## config.mk

```make
export PLATFORM = sky130hd
export DESIGN_NAME = fall_detect_trigger_chain
export DESIGN_NICKNAME = d
export VERILOG_FILES = /design/src/rtl/core/fdtc_pkg.sv /design/src/rtl/core/fdtc_cfg.sv /design/src/rtl/core/fdtc_mag.sv /design/src/rtl/core/fdtc_chain.sv /design/src/rtl/core/fall_detect_trigger_chain.sv
export SDC_FILE = /design/constraint.sdc
export NUM_CORES = 2
export LEC_CHECK = 0
export BUFFER_PORTS_ARGS = -buffer_cell sky130_fd_sc_hd__buf_2
export CAP_MARGIN = 20
export CORE_MARGIN = 2
export CORE_UTILIZATION = 65
export DETAILED_ROUTE_END_ITERATION = 12
export PLACE_DENSITY = 0.82
export SLEW_MARGIN = 20
export SYNTH_ARGS = -nofsm -noshare
export SYNTH_HDL_FRONTEND = slang
export SYNTH_SLANG_ARGS = --single-unit
```

## constraint.sdc

```tcl
create_clock -name i_clk -period 27.8 [get_ports i_clk]
set_input_delay 2.78 -clock i_clk [delete_from_list [all_inputs] [get_ports i_clk]]
set_output_delay 2.78 -clock i_clk [all_outputs]
set_load 0.03 [all_outputs]
```

## src/rtl/core/fdtc_pkg.sv

```systemverilog
// ----------------------------------------------------------------------------
// fdtc_pkg
// types, offsets and reset values shared by the fall detector modules
// ----------------------------------------------------------------------------
package fdtc_pkg;

    // sensor offsets, applied as sample + offset on 17-bit signed values
    localparam logic signed [16:0] ACC_OFF_X = -17'sd2050;
    localparam logic signed [16:0] ACC_OFF_Y = -17'sd77;
    localparam logic signed [16:0] ACC_OFF_Z = -17'sd1947;
    localparam logic signed [16:0] GYR_OFF_X = 17'sd270;
    localparam logic signed [16:0] GYR_OFF_Y = -17'sd351;
    localparam logic signed [16:0] GYR_OFF_Z = 17'sd136;

    // samples from the turn trigger to the stillness check, trigger sample included
    localparam logic [3:0] SETTLE_COUNT = 4'd10;

    // configuration register indexes
    typedef enum logic [2:0] {
        CFG_LOW_ACCEL_SQ  = 3'd0,
        CFG_HIGH_ACCEL_SQ = 3'd1,
        CFG_TURN_MIN_SQ   = 3'd2,
        CFG_TURN_MAX_SQ   = 3'd3,
        CFG_STILL_MAX_SQ  = 3'd4,
        CFG_FF_WINDOW     = 3'd5,
        CFG_TURN_WINDOW   = 3'd6,
        CFG_HOLD_SAMPLES  = 3'd7
    } t_cfg_idx;

    // reset values of the configuration registers
    localparam logic [31:0] RST_LOW_ACCEL_SQ  = 32'd24159191;
    localparam logic [31:0] RST_HIGH_ACCEL_SQ = 32'd386547057;
    localparam logic [31:0] RST_TURN_MIN_SQ   = 32'd15461411;
    localparam logic [31:0] RST_TURN_MAX_SQ   = 32'd2748695184;
    localparam logic [31:0] RST_STILL_MAX_SQ  = 32'd1717934;
    localparam logic [3:0]  RST_FF_WINDOW     = 4'd6;
    localparam logic [3:0]  RST_TURN_WINDOW   = 4'd6;
    localparam logic [7:0]  RST_HOLD_SAMPLES  = 8'd50;

    typedef struct packed {
        logic [31:0] low_accel_sq;
        logic [31:0] high_accel_sq;
        logic [31:0] turn_min_sq;
        logic [31:0] turn_max_sq;
        logic [31:0] still_max_sq;
        logic [3:0]  free_fall_window;
        logic [3:0]  turn_window;
        logic [7:0]  hold_samples;
    } t_cfg;

    // threshold results of one sample
    typedef struct packed {
        logic low_accel;
        logic high_accel;
        logic turn_rate;
        logic still;
    } t_cmp;

    // square of an offset-corrected axis, at most 34818^2 < 2^31
    function automatic logic [30:0] sq17(input logic signed [16:0] v);
        logic signed [33:0] p;
        p = v * v;
        return p[30:0];
    endfunction

    // sign-extend a raw sample and add its offset
    function automatic logic signed [16:0] adj(input logic signed [15:0] x,
                                               input logic signed [16:0] off);
        return {x[15], x} + off;
    endfunction

endpackage

```

## src/rtl/core/fdtc_cfg.sv

```systemverilog
// ----------------------------------------------------------------------------
// fdtc_cfg
// configuration register file, written through its own valid/ready channel
// ----------------------------------------------------------------------------
module fdtc_cfg (
    input  logic                i_clk,
    input  logic                i_rst_n,
    input  logic                i_cfg_valid,
    output logic                o_cfg_ready,
    input  logic [2:0]          i_cfg_index,
    input  logic [31:0]         i_cfg_data,
    output fdtc_pkg::t_cfg      o_cfg
);

    fdtc_pkg::t_cfg r_cfg;

    // always able to take a write
    assign o_cfg_ready = 1'b1;
    assign o_cfg       = r_cfg;

    // register writes
    always_ff @(posedge i_clk) begin
        if (!i_rst_n) begin
            r_cfg.low_accel_sq     <= fdtc_pkg::RST_LOW_ACCEL_SQ;
            r_cfg.high_accel_sq    <= fdtc_pkg::RST_HIGH_ACCEL_SQ;
            r_cfg.turn_min_sq      <= fdtc_pkg::RST_TURN_MIN_SQ;
            r_cfg.turn_max_sq      <= fdtc_pkg::RST_TURN_MAX_SQ;
            r_cfg.still_max_sq     <= fdtc_pkg::RST_STILL_MAX_SQ;
            r_cfg.free_fall_window <= fdtc_pkg::RST_FF_WINDOW;
            r_cfg.turn_window      <= fdtc_pkg::RST_TURN_WINDOW;
            r_cfg.hold_samples     <= fdtc_pkg::RST_HOLD_SAMPLES;
        end else if (i_cfg_valid) begin
            case (fdtc_pkg::t_cfg_idx'(i_cfg_index))
                fdtc_pkg::CFG_LOW_ACCEL_SQ:  r_cfg.low_accel_sq     <= i_cfg_data;
                fdtc_pkg::CFG_HIGH_ACCEL_SQ: r_cfg.high_accel_sq    <= i_cfg_data;
                fdtc_pkg::CFG_TURN_MIN_SQ:   r_cfg.turn_min_sq      <= i_cfg_data;
                fdtc_pkg::CFG_TURN_MAX_SQ:   r_cfg.turn_max_sq      <= i_cfg_data;
                fdtc_pkg::CFG_STILL_MAX_SQ:  r_cfg.still_max_sq     <= i_cfg_data;
                fdtc_pkg::CFG_FF_WINDOW:     r_cfg.free_fall_window <= i_cfg_data[3:0];
                fdtc_pkg::CFG_TURN_WINDOW:   r_cfg.turn_window      <= i_cfg_data[3:0];
                fdtc_pkg::CFG_HOLD_SAMPLES:  r_cfg.hold_samples     <= i_cfg_data[7:0];
                default: ;
            endcase
        end
    end

endmodule

```

## src/rtl/core/fdtc_mag.sv

```systemverilog
// ----------------------------------------------------------------------------
// fdtc_mag
// input register, then squared magnitudes and threshold compares
// ----------------------------------------------------------------------------
module fdtc_mag (
    input  logic                i_clk,
    input  logic                i_rst_n,
    input  fdtc_pkg::t_cfg      i_cfg,
    input  logic                i_valid,
    output logic                o_ready,
    input  logic signed [15:0]  i_accel_x,
    input  logic signed [15:0]  i_accel_y,
    input  logic signed [15:0]  i_accel_z,
    input  logic signed [15:0]  i_gyro_x,
    input  logic signed [15:0]  i_gyro_y,
    input  logic signed [15:0]  i_gyro_z,
    output logic                o_valid,
    input  logic                i_ready,
    output fdtc_pkg::t_cmp      o_cmp
);

    logic               r_v0;
    logic signed [15:0] r_ax, r_ay, r_az, r_gx, r_gy, r_gz;
    logic [30:0]        sq_a [3];
    logic [30:0]        sq_g [3];
    fdtc_pkg::t_cmp     cmp;
    logic [31:0]        mag_a, mag_g;

    // input register moves when empty or when the chain takes its item
    assign o_ready = !r_v0 || i_ready;
    assign o_valid = r_v0;
    assign o_cmp   = cmp;

    // squares of the offset-corrected axes
    assign sq_a[0] = fdtc_pkg::sq17(fdtc_pkg::adj(r_ax, fdtc_pkg::ACC_OFF_X));
    assign sq_a[1] = fdtc_pkg::sq17(fdtc_pkg::adj(r_ay, fdtc_pkg::ACC_OFF_Y));
    assign sq_a[2] = fdtc_pkg::sq17(fdtc_pkg::adj(r_az, fdtc_pkg::ACC_OFF_Z));
    assign sq_g[0] = fdtc_pkg::sq17(fdtc_pkg::adj(r_gx, fdtc_pkg::GYR_OFF_X));
    assign sq_g[1] = fdtc_pkg::sq17(fdtc_pkg::adj(r_gy, fdtc_pkg::GYR_OFF_Y));
    assign sq_g[2] = fdtc_pkg::sq17(fdtc_pkg::adj(r_gz, fdtc_pkg::GYR_OFF_Z));

    // sums of squares, never above 2^32 - 1
    assign mag_a = 32'(sq_a[0]) + 32'(sq_a[1]) + 32'(sq_a[2]);
    assign mag_g = 32'(sq_g[0]) + 32'(sq_g[1]) + 32'(sq_g[2]);

    // threshold compares
    always_comb begin
        cmp.low_accel  = mag_a <= i_cfg.low_accel_sq;
        cmp.high_accel = mag_a >= i_cfg.high_accel_sq;
        cmp.turn_rate  = (mag_g >= i_cfg.turn_min_sq) && (mag_g <= i_cfg.turn_max_sq);
        cmp.still      = mag_g <= i_cfg.still_max_sq;
    end

    // input valid bit
    always_ff @(posedge i_clk) begin
        if (!i_rst_n) begin
            r_v0 <= 1'b0;
        end else if (o_ready) begin
            r_v0 <= i_valid;
        end
    end

    // input payload
    always_ff @(posedge i_clk) begin
        if (o_ready && i_valid) begin
            r_ax <= i_accel_x;
            r_ay <= i_accel_y;
            r_az <= i_accel_z;
            r_gx <= i_gyro_x;
            r_gy <= i_gyro_y;
            r_gz <= i_gyro_z;
        end
    end

endmodule

```

## src/rtl/core/fdtc_chain.sv

```systemverilog
// ----------------------------------------------------------------------------
// fdtc_chain
// free-fall, impact and turn triggers, settle check, fall hold, result register
// ----------------------------------------------------------------------------
module fdtc_chain (
    input  logic                i_clk,
    input  logic                i_rst_n,
    input  fdtc_pkg::t_cfg      i_cfg,
    input  logic                i_valid,
    output logic                o_ready,
    input  fdtc_pkg::t_cmp      i_cmp,
    output logic                o_out_valid,
    input  logic                i_out_ready,
    output logic                o_fall_detected_flag,
    output logic                o_armed_free_fall,
    output logic                o_armed_impact,
    output logic                o_armed_turn
);

    logic       r_low_phase, r_impact_phase, r_turn_phase, r_fall_hold;
    logic [3:0] r_low_timer, r_impact_timer, r_settle_timer;
    logic [7:0] r_hold_timer;
    logic       n_low_phase, n_impact_phase, n_turn_phase, n_fall_hold;
    logic [3:0] n_low_timer, n_impact_timer, n_settle_timer;
    logic [7:0] n_hold_timer;
    logic       fall;
    logic       r_out_valid;
    logic       r_out_fall, r_out_low, r_out_impact, r_out_turn;
    logic       take;

    // result register frees up when empty or being taken
    assign o_ready              = !r_out_valid || i_out_ready;
    assign take                 = i_valid && o_ready;
    assign o_out_valid          = r_out_valid;
    assign o_fall_detected_flag = r_out_fall;
    assign o_armed_free_fall    = r_out_low;
    assign o_armed_impact       = r_out_impact;
    assign o_armed_turn         = r_out_turn;

    // trigger chain, in order of evaluation
    always_comb begin
        n_low_phase    = r_low_phase;
        n_impact_phase = r_impact_phase;
        n_turn_phase   = r_turn_phase;
        n_fall_hold    = r_fall_hold;
        n_low_timer    = r_low_timer;
        n_impact_timer = r_impact_timer;
        n_settle_timer = r_settle_timer;
        n_hold_timer   = r_hold_timer;
        fall           = 1'b0;

        // free fall opens unless an impact window is running
        if (i_cmp.low_accel && !n_impact_phase) begin
            n_low_phase = 1'b1;
        end
        if (n_low_phase) begin
            n_low_timer = n_low_timer + 4'd1;
            if (i_cmp.high_accel) begin
                n_impact_phase = 1'b1;
                n_low_phase    = 1'b0;
                n_low_timer    = 4'd0;
            end
        end

        // impact waits for a turn
        if (n_impact_phase) begin
            n_impact_timer = n_impact_timer + 4'd1;
            if (i_cmp.turn_rate) begin
                n_turn_phase   = 1'b1;
                n_impact_phase = 1'b0;
                n_impact_timer = 4'd0;
            end
        end

        // settle, then check stillness
        if (n_turn_phase) begin
            n_settle_timer = n_settle_timer + 4'd1;
            if (n_settle_timer >= fdtc_pkg::SETTLE_COUNT) begin
                fall           = i_cmp.still;
                n_turn_phase   = 1'b0;
                n_settle_timer = 4'd0;
            end
        end
        if (fall) begin
            n_fall_hold = 1'b1;
        end

        // window timeouts
        if (n_impact_timer >= i_cfg.turn_window) begin
            n_impact_phase = 1'b0;
            n_impact_timer = 4'd0;
        end
        if (n_low_timer >= i_cfg.free_fall_window) begin
            n_low_phase = 1'b0;
            n_low_timer = 4'd0;
        end

        // fall hold counter, detection sample counts as the first
        if (n_fall_hold) begin
            n_hold_timer = n_hold_timer + 8'd1;
            if (n_hold_timer >= i_cfg.hold_samples) begin
                n_fall_hold  = 1'b0;
                n_hold_timer = 8'd0;
            end
        end
    end

    // trigger state and result valid
    always_ff @(posedge i_clk) begin
        if (!i_rst_n) begin
            r_low_phase    <= 1'b0;
            r_impact_phase <= 1'b0;
            r_turn_phase   <= 1'b0;
            r_fall_hold    <= 1'b0;
            r_low_timer    <= 4'd0;
            r_impact_timer <= 4'd0;
            r_settle_timer <= 4'd0;
            r_hold_timer   <= 8'd0;
            r_out_valid    <= 1'b0;
        end else begin
            if (take) begin
                r_low_phase    <= n_low_phase;
                r_impact_phase <= n_impact_phase;
                r_turn_phase   <= n_turn_phase;
                r_fall_hold    <= n_fall_hold;
                r_low_timer    <= n_low_timer;
                r_impact_timer <= n_impact_timer;
                r_settle_timer <= n_settle_timer;
                r_hold_timer   <= n_hold_timer;
                r_out_valid    <= 1'b1;
            end else if (i_out_ready) begin
                r_out_valid    <= 1'b0;
            end
        end
    end

    // result payload
    always_ff @(posedge i_clk) begin
        if (take) begin
            r_out_fall   <= n_fall_hold;
            r_out_low    <= n_low_phase;
            r_out_impact <= n_impact_phase;
            r_out_turn   <= n_turn_phase;
        end
    end

endmodule

```

## src/rtl/core/fall_detect_trigger_chain.sv

```systemverilog
// ----------------------------------------------------------------------------
// fall_detect_trigger_chain
// throughput: one sample per cycle, one result per sample, output stalls hold the input
// datapath: input register, squares, sums, compares and trigger update, result register
// reset: synchronous active low, clears triggers, timers and valids, loads default thresholds
// ----------------------------------------------------------------------------
module fall_detect_trigger_chain (
    input  logic                i_clk,
    input  logic                i_rst_n,
    input  logic                i_cfg_valid,
    output logic                o_cfg_ready,
    input  logic [2:0]          i_cfg_index,
    input  logic [31:0]         i_cfg_data,
    input  logic                i_in_valid,
    output logic                o_in_ready,
    input  logic signed [15:0]  i_accel_x,
    input  logic signed [15:0]  i_accel_y,
    input  logic signed [15:0]  i_accel_z,
    input  logic signed [15:0]  i_gyro_x,
    input  logic signed [15:0]  i_gyro_y,
    input  logic signed [15:0]  i_gyro_z,
    output logic                o_out_valid,
    input  logic                i_out_ready,
    output logic                o_fall_detected_flag,
    output logic                o_armed_free_fall,
    output logic                o_armed_impact,
    output logic                o_armed_turn
);

    fdtc_pkg::t_cfg cfg;
    fdtc_pkg::t_cmp cmp;
    logic           cmp_valid;
    logic           cmp_ready;

    // configuration registers
    fdtc_cfg u_cfg (
        .i_clk       (i_clk),
        .i_rst_n     (i_rst_n),
        .i_cfg_valid (i_cfg_valid),
        .o_cfg_ready (o_cfg_ready),
        .i_cfg_index (i_cfg_index),
        .i_cfg_data  (i_cfg_data),
        .o_cfg       (cfg)
    );

    // magnitudes and compares
    fdtc_mag u_mag (
        .i_clk     (i_clk),
        .i_rst_n   (i_rst_n),
        .i_cfg     (cfg),
        .i_valid   (i_in_valid),
        .o_ready   (o_in_ready),
        .i_accel_x (i_accel_x),
        .i_accel_y (i_accel_y),
        .i_accel_z (i_accel_z),
        .i_gyro_x  (i_gyro_x),
        .i_gyro_y  (i_gyro_y),
        .i_gyro_z  (i_gyro_z),
        .o_valid   (cmp_valid),
        .i_ready   (cmp_ready),
        .o_cmp     (cmp)
    );

    // trigger chain and result register
    fdtc_chain u_chain (
        .i_clk                (i_clk),
        .i_rst_n              (i_rst_n),
        .i_cfg                (cfg),
        .i_valid              (cmp_valid),
        .o_ready              (cmp_ready),
        .i_cmp                (cmp),
        .o_out_valid          (o_out_valid),
        .i_out_ready          (i_out_ready),
        .o_fall_detected_flag (o_fall_detected_flag),
        .o_armed_free_fall    (o_armed_free_fall),
        .o_armed_impact       (o_armed_impact),
        .o_armed_turn         (o_armed_turn)
    );

endmodule

```

# After elaboration in Yosys (flattened, before gate mapping)
# Cells that the tools add are included.
# word_totals
output_inout_bits	7
ff_bits	302
word_cells	113
inputBits	136
# op_classes
order_cmp	9
eq_ne	7
multipliers	6
reduce_logical	21
addsub	14
mux	28
# op_table
op	count
17-bit by 17-bit multiplier with 31-bit output	6
32-bit <= comparator	3
31-bit by 31-bit adder with 32-bit output	2
32-bit by 31-bit adder with 32-bit output	2
32-bit >= comparator	2
16-bit by 10-bit adder with 17-bit output (second input constant)	2
4-bit two-way mux	7
1-bit two-way mux	20
2-bit AND reduction	10
16-bit by 12-bit adder with 17-bit output (second input constant)	1
16-bit by 13-bit adder with 17-bit output (second input constant)	1
16-bit by 8-bit adder with 17-bit output (second input constant)	1
16-bit by 9-bit adder with 17-bit output (second input constant)	1
4-bit by 1-bit adder with 4-bit output (second input constant)	3
3-bit == test (second input constant)	4
8-bit by 1-bit adder with 8-bit output (second input constant)	1
4-bit >= comparator	2
8-bit >= comparator	1
8-bit two-way mux	1
3-bit by 2-bit == test with 1-bit output (second input constant)	2
4-bit >= comparator (second input constant)	1
1-bit logical AND	4
3-bit by 1-bit == test with 1-bit output (second input constant)	1
1-bit zero test	3
other kinds (3)	4

# Depth between registers and ports, before layout
# logic_depth
depth_word	12
ltp_mapped	61
depth_no_buf	61

# Cells and area by module
# From an unflattened synthesis, not the netlist that was laid out.
# hier_totals
hier_cells	8222
area_unflattened_um2	75078.3
# by_module_without_submodules
mod	area_per_inst_um2	cells_each	instances	seq_area_each_um2
fdtc_mag	66234.8	7348	1	2902.8
fdtc_cfg	6804.0	654	1	3523.4
fdtc_chain	2039.5	220	1	620.6

# Worst setup path before layout
# Ideal clock, no wire load.
# synth_path
path_kind	register -> register
start	register u_mag.r_az[0]
end	register u_chain.r_impact_timer[2]
slack_ns	15.325
path_stages_with_launch	56
path_buffers	0
arrival_ns	12.404
required_time_ns	27.730
setup_time_ns	0.070
synth_period_minus_slack_ns	12.475
path_cell_list	edfxtp_1 -> ha_1 -> or2_1 -> a31oi_1 -> a21bo_2 -> nor2_1 -> or4_1 -> xor2_1 -> inv_2 -> nand2_1 -> inv_1 -> fa_1 -> inv_1 -> fa_1 -> inv_1 -> fa_1 -> fa_1 -> fa_1 -> [... 20 more ...] -> a21oi_1 -> xnor2_1 -> ha_1 -> nand4_1 -> nor4_1 -> a41oi_1 -> and2_1 -> o31ai_1 -> and2_1 -> a21oi_2 -> nor2_1 -> a22o_1 -> ha_1 -> a21o_1 -> a21o_1 -> a21oi_1 -> a32oi_1 -> a21oi_1
# synth_between
elab_chain_cells	10
elab_cells_between_ends	12
cone_classes	add/sub: 2; mul: 1; order compare: 3; mux: 5; reduce/logical: 1
# synth_lines
element	line	text
from (decl)	fdtc_mag.sv:23	logic signed [15:0] r_ax, r_ay, r_az, r_gx, r_gy, r_gz;
from (signal assigned)	fdtc_mag.sv:68	r_az <= i_accel_z;
16-bit by 12-bit adder with 17-bit output (*)	fdtc_pkg.sv:69	return {x[15], x} + off;
17-bit by 17-bit multiplier with 31-bit output (*)	fdtc_pkg.sv:62	p = v * v;
32-bit by 31-bit adder with 32-bit output (*)	fdtc_mag.sv:43	assign mag_a = 32'(sq_a[0]) + 32'(sq_a[1]) + 32'(sq_a[2]);
32-bit <= comparator	fdtc_mag.sv:48	cmp.low_accel = mag_a <= i_cfg.low_accel_sq;
1-bit logical AND	fdtc_chain.sv:53	if (i_cmp.low_accel && !n_impact_phase) begin
1-bit two-way mux	fdtc_chain.sv:53	
1-bit two-way mux (*)	fdtc_chain.sv:56	if (n_low_phase) begin
4-bit two-way mux (*)	fdtc_chain.sv:66	if (n_impact_phase) begin
4-bit >= comparator	fdtc_chain.sv:89	if (n_impact_timer >= i_cfg.turn_window) begin
4-bit two-way mux (*)	fdtc_chain.sv:89	
to (signal assigned)	fdtc_chain.sv:127	r_impact_timer <= n_impact_timer;
to (decl)	fdtc_chain.sv:21	logic [3:0] r_low_timer, r_impact_timer, r_settle_timer;
# Every way passes the cells marked *; elsewhere a longest branch is shown, timed or not.
# A chain may end at the register's enable or synchronous reset.

# Worst setup path after layout
# Same ends and word-level chain as after synthesis.

==> load_flow_metrics.sql <==
INSERT INTO impl_metrics (metric_group, metric, value, unit) VALUES
('yosys', 'syn-cell-area', '0.0738', 'sq mm'),
('run', 'drv.max_cap_violation_count', '0', ''),
('routing', 'post_drt_wl_per_cell', '18.6', 'um'),
('global_routing', 'largest_net_degree_at_the_start_of_global_routing', '92', ''),
('final_layout', 'layout.cells.non_filler', '9831', ''),
('yosys', 'post_synth.cell_area_avg', '8.99', 'sq um'),
('routing', 'drtPass1Iterations', '6', ''),
('yosys', 'fraction_of_synthesized_cell_area_taken_by_the_top_area_cell_type', '42.2', '%'),
('clocking', 'post_cts_resized', '0', ''),
('worst_hold_path', 'hold_path.class', 'reg2reg', ''),
('final_layout', 'final_core_utilization', '69.0', '%'),
('yosys', 'synthDominantAreaCellType', 'fa_1', ''),
('floorplanning', 'io_pins', '143', ''),
('final_layout', 'nNetsFinal', '10700', ''),
('global_routing', 'grt_antenna_before_repair', '8', ''),
('critical_path', 'critical_path.endpoint_type', 'register', ''),
('status', 'run_status', 'finished clean', ''),
('floorplanning', 'initial_utilization', '65.6', '%'),
('floorplanning', 'fp.dieW', '341', 'um'),
('floorplanning', 'rows', '123', ''),
('sta', 'worst_clock_skew', '0.0440', 'ns'),
('routing', 'detailroute.wirelength.met2', '89700', 'um'),
('place', 'dp.cells', '9750', ''),
('clocking', 'numClockSinks', '302', ''),
('yosys', 'synth.net_count', '10600', ''),
('critical_path', 'worst_ep_required_time', '28.36', 'ns'),
('yosys', 'synth_seq_area_share', '9.55', '%'),
('sta', 'setup_total_negative_slack', '0', 'ns'),
('critical_path', 'timing.critical_path.slowest_cell_delay', '0.83', 'ns'),
('place', 'gp_congestion', '0.995', ''),
('critical_path', 'slowest_stage', 'xor2_1', ''),
('sta', 'timing.final.max_slew_violations', '0', ''),
('routing', 'met3RoutedLength', '14000', 'um'),
('yosys', 'synth_seq_cells', '302', ''),
('yosys', 'synth-main-ff-cell', 'dfxtp_1', ''),
('yosys', 'yosys.cell_types.count', '97', ''),
('global_routing', 'grt_usage', '32.9', '%'),
('yosys', 'synth.most_common_cell', 'inv_1', ''),
('place', 'placed_wire_length_estimate', '154000', 'um'),
('critical_path', 'timing.critical_path.fanout_max', '16', ''),
('clocking', 'cts_tree', 'built', ''),
('sta', 'max_freq', '0.0630', 'GHz'),
('routing', 'wirelength', '183000', 'um'),
('clocking', 'cts_root_buf', 'clkbuf_16', ''),
('sta', 'rsz0062_at_grt', 'false', ''),
('routing', 'drc', '0', ''),
('floorplanning', 'dieHeight', '341', 'um'),
('critical_path', 'timing.critical_path.from_type', 'register', ''),
('sta', 'min_period_over_period', '57.1', '%'),
('routing', 'drtIter0Drc', '3771', ''),
('final_layout', 'layout-drive-gt1-share', '4.14', '%'),
('routing', 'via_per_inst', '5.57', ''),
('yosys', 'synthesis.yosys.warnings', '0', ''),
('sta', 'hold_viol_final', '0', ''),
('routing', 'top_layer_in_use', 'met5', ''),
('place', 'portBuffers', '141', ''),
('global_routing', 'grt_pass1_vias', '59100', ''),
('critical_path', 'critical_path_arrival', '16.42', 'ns'),
('yosys', 'async_reset_ff_share', '0', '%'),
('clocking', 'numCtsBuffers', '40', ''),
('floorplanning', 'floorplan.core_area', '0.112', 'sq mm'),
('floorplanning', 'die_outline_area', '0.116', 'sq mm'),
('sta', 'finalSetupViolCount', '0', ''),
('yosys', 'synth-edff-count', '100', ''),
('clocking', 'cts.htree.levels', '2', ''),
('sta', 'worst_pin_slew', '1.17', 'ns'),
('clocking', 'cts_hold_buffers', '0', ''),
('clocking', 'clkLatencyLatePin', '0.67', 'ns'),
('yosys', 'synth_cells', '8210', ''),
('global_routing', 'congestion_overflow_gr', '0', ''),
('clocking', 'clk_pin_slew_worst_paths', '0.06', 'ns'),
('sta', 'max_slew_margin', '21.3', '%'),
('routing', 'detail_route.wirelength.met1', '68000', 'um'),
('clocking', 'post_cts_buffers', '0', ''),
('yosys', 'synth_common_cells', '2338 x inv_1, 1554 x fa_1, 817 x nand2_1', ''),
('final_layout', 'synthToLayoutAreaGrowth', '5.25', '%'),
('critical_path', 'r2r_setup_slack', '11.94', 'ns'),
('clocking', 'clk_path_buf_depth', '3', ''),
('critical_path', 'crit_type', 'reg2reg', ''),
('global_routing', 'first_pass_grt_wire_length', '302000', 'um'),
('routing', 'via_count', '54800', ''),
('sta', 'finalCriticalPeriod', '15.86', 'ns'),
('yosys', 'netlist_top_cells_area', 'fa_1 42%, inv_1 12%, ha_1 12%', ''),
('routing', 'antenna_violating_nets_post_route', '0', '');
## cell type report
class	instances	area [sq um]
fill	8595	34800
clock buffer	47	1060
antenna	7	17.5
clock inverter	27	312
timing repair buffer	209	1220
multi-input combinational	5376	57300
sequential	302	7050
inverter	2363	8870
tap	1500	1880
## placed cells by master, fill, tap and decap left out, types with 100 or more instances in the layout
cell / count
xor2_1: 151
dfxtp_1: 202
nor2_1: 563
a21oi_1: 318
o21ai_0: 106
inv_1: 2338
fa_1: 1554
nand2_1: 817
ha_1: 698
xnor2_1: 251
edfxtp_1: 100
a21o_1: 133
buf_2: 141
## cells by family after synthesis
kind of cell	share of synthesized area, %
simple gates	10.6
xor+xnor	4.84
buf+inv	12.9
flops	9.55
other cells	0.00508
mux	0.190
compound gates	7.97
fa+ha+maj	54.0
## layer usage
| metal | track usage [%] | up-vias |
|---|---|---|
| li1 | - | 24800 |
| met1 | 40.9 | 27200 |
| met2 | 56.0 | 2161 |
| met3 | 5.10 | 576 |
| met4 | 16.9 | 4 |
| met5 | 0 | - |
## metrics by stage
stage	instance area [sq um]	setup slack, ns	hold WS, ns
floorplan	73800	15.33	0.436
global placement	76300	12.30	0.442
detailed placement	76300	12.06	0.447
CTS	77600	11.96	0.455
global route	77600	11.15	0.472
finish	77700	11.94	0.453
## sequential cells by signal (all words and copies together) (netlist names), 8 cells and up
name                  count
u_mag.r_gz               16
u_mag.r_az               16
u_chain.r_hold_timer      8
u_mag.r_gx               16
u_mag.r_gy               16
u_mag.r_ay               16
u_cfg.o_cfg             176
u_mag.r_ax               16
## critical path, delay by kind of cell, from the launching register on
family / cells / cell delay (ns)
DFF: 1 / 0.69
xor gates and xnor gates: 2 / 0.94
adders and majority gates: 11 / 4.68
buffers and inverters: 7 / 0.91
and+or+nand+nor: 11 / 2.99
AOI/OAI and AO/OA: 24 / 5.55
## path summary, 6_finish.rpt
kind                               endpoint  cells past startpoint        startpoint
setup reg to reg  u_chain.r_impact_timer[2]                     55     u_mag.r_az[0]
hold reg to reg            u_cfg.o_cfg[115]                      2  u_cfg.o_cfg[115]
hold / removal             u_cfg.o_cfg[115]                      2  u_cfg.o_cfg[115]
setup / recovery  u_chain.r_impact_timer[2]                     55     u_mag.r_az[0]
Power is not shown: default switching activity piles up to over one toggle a cycle in this logic, so the estimate is an artifact.
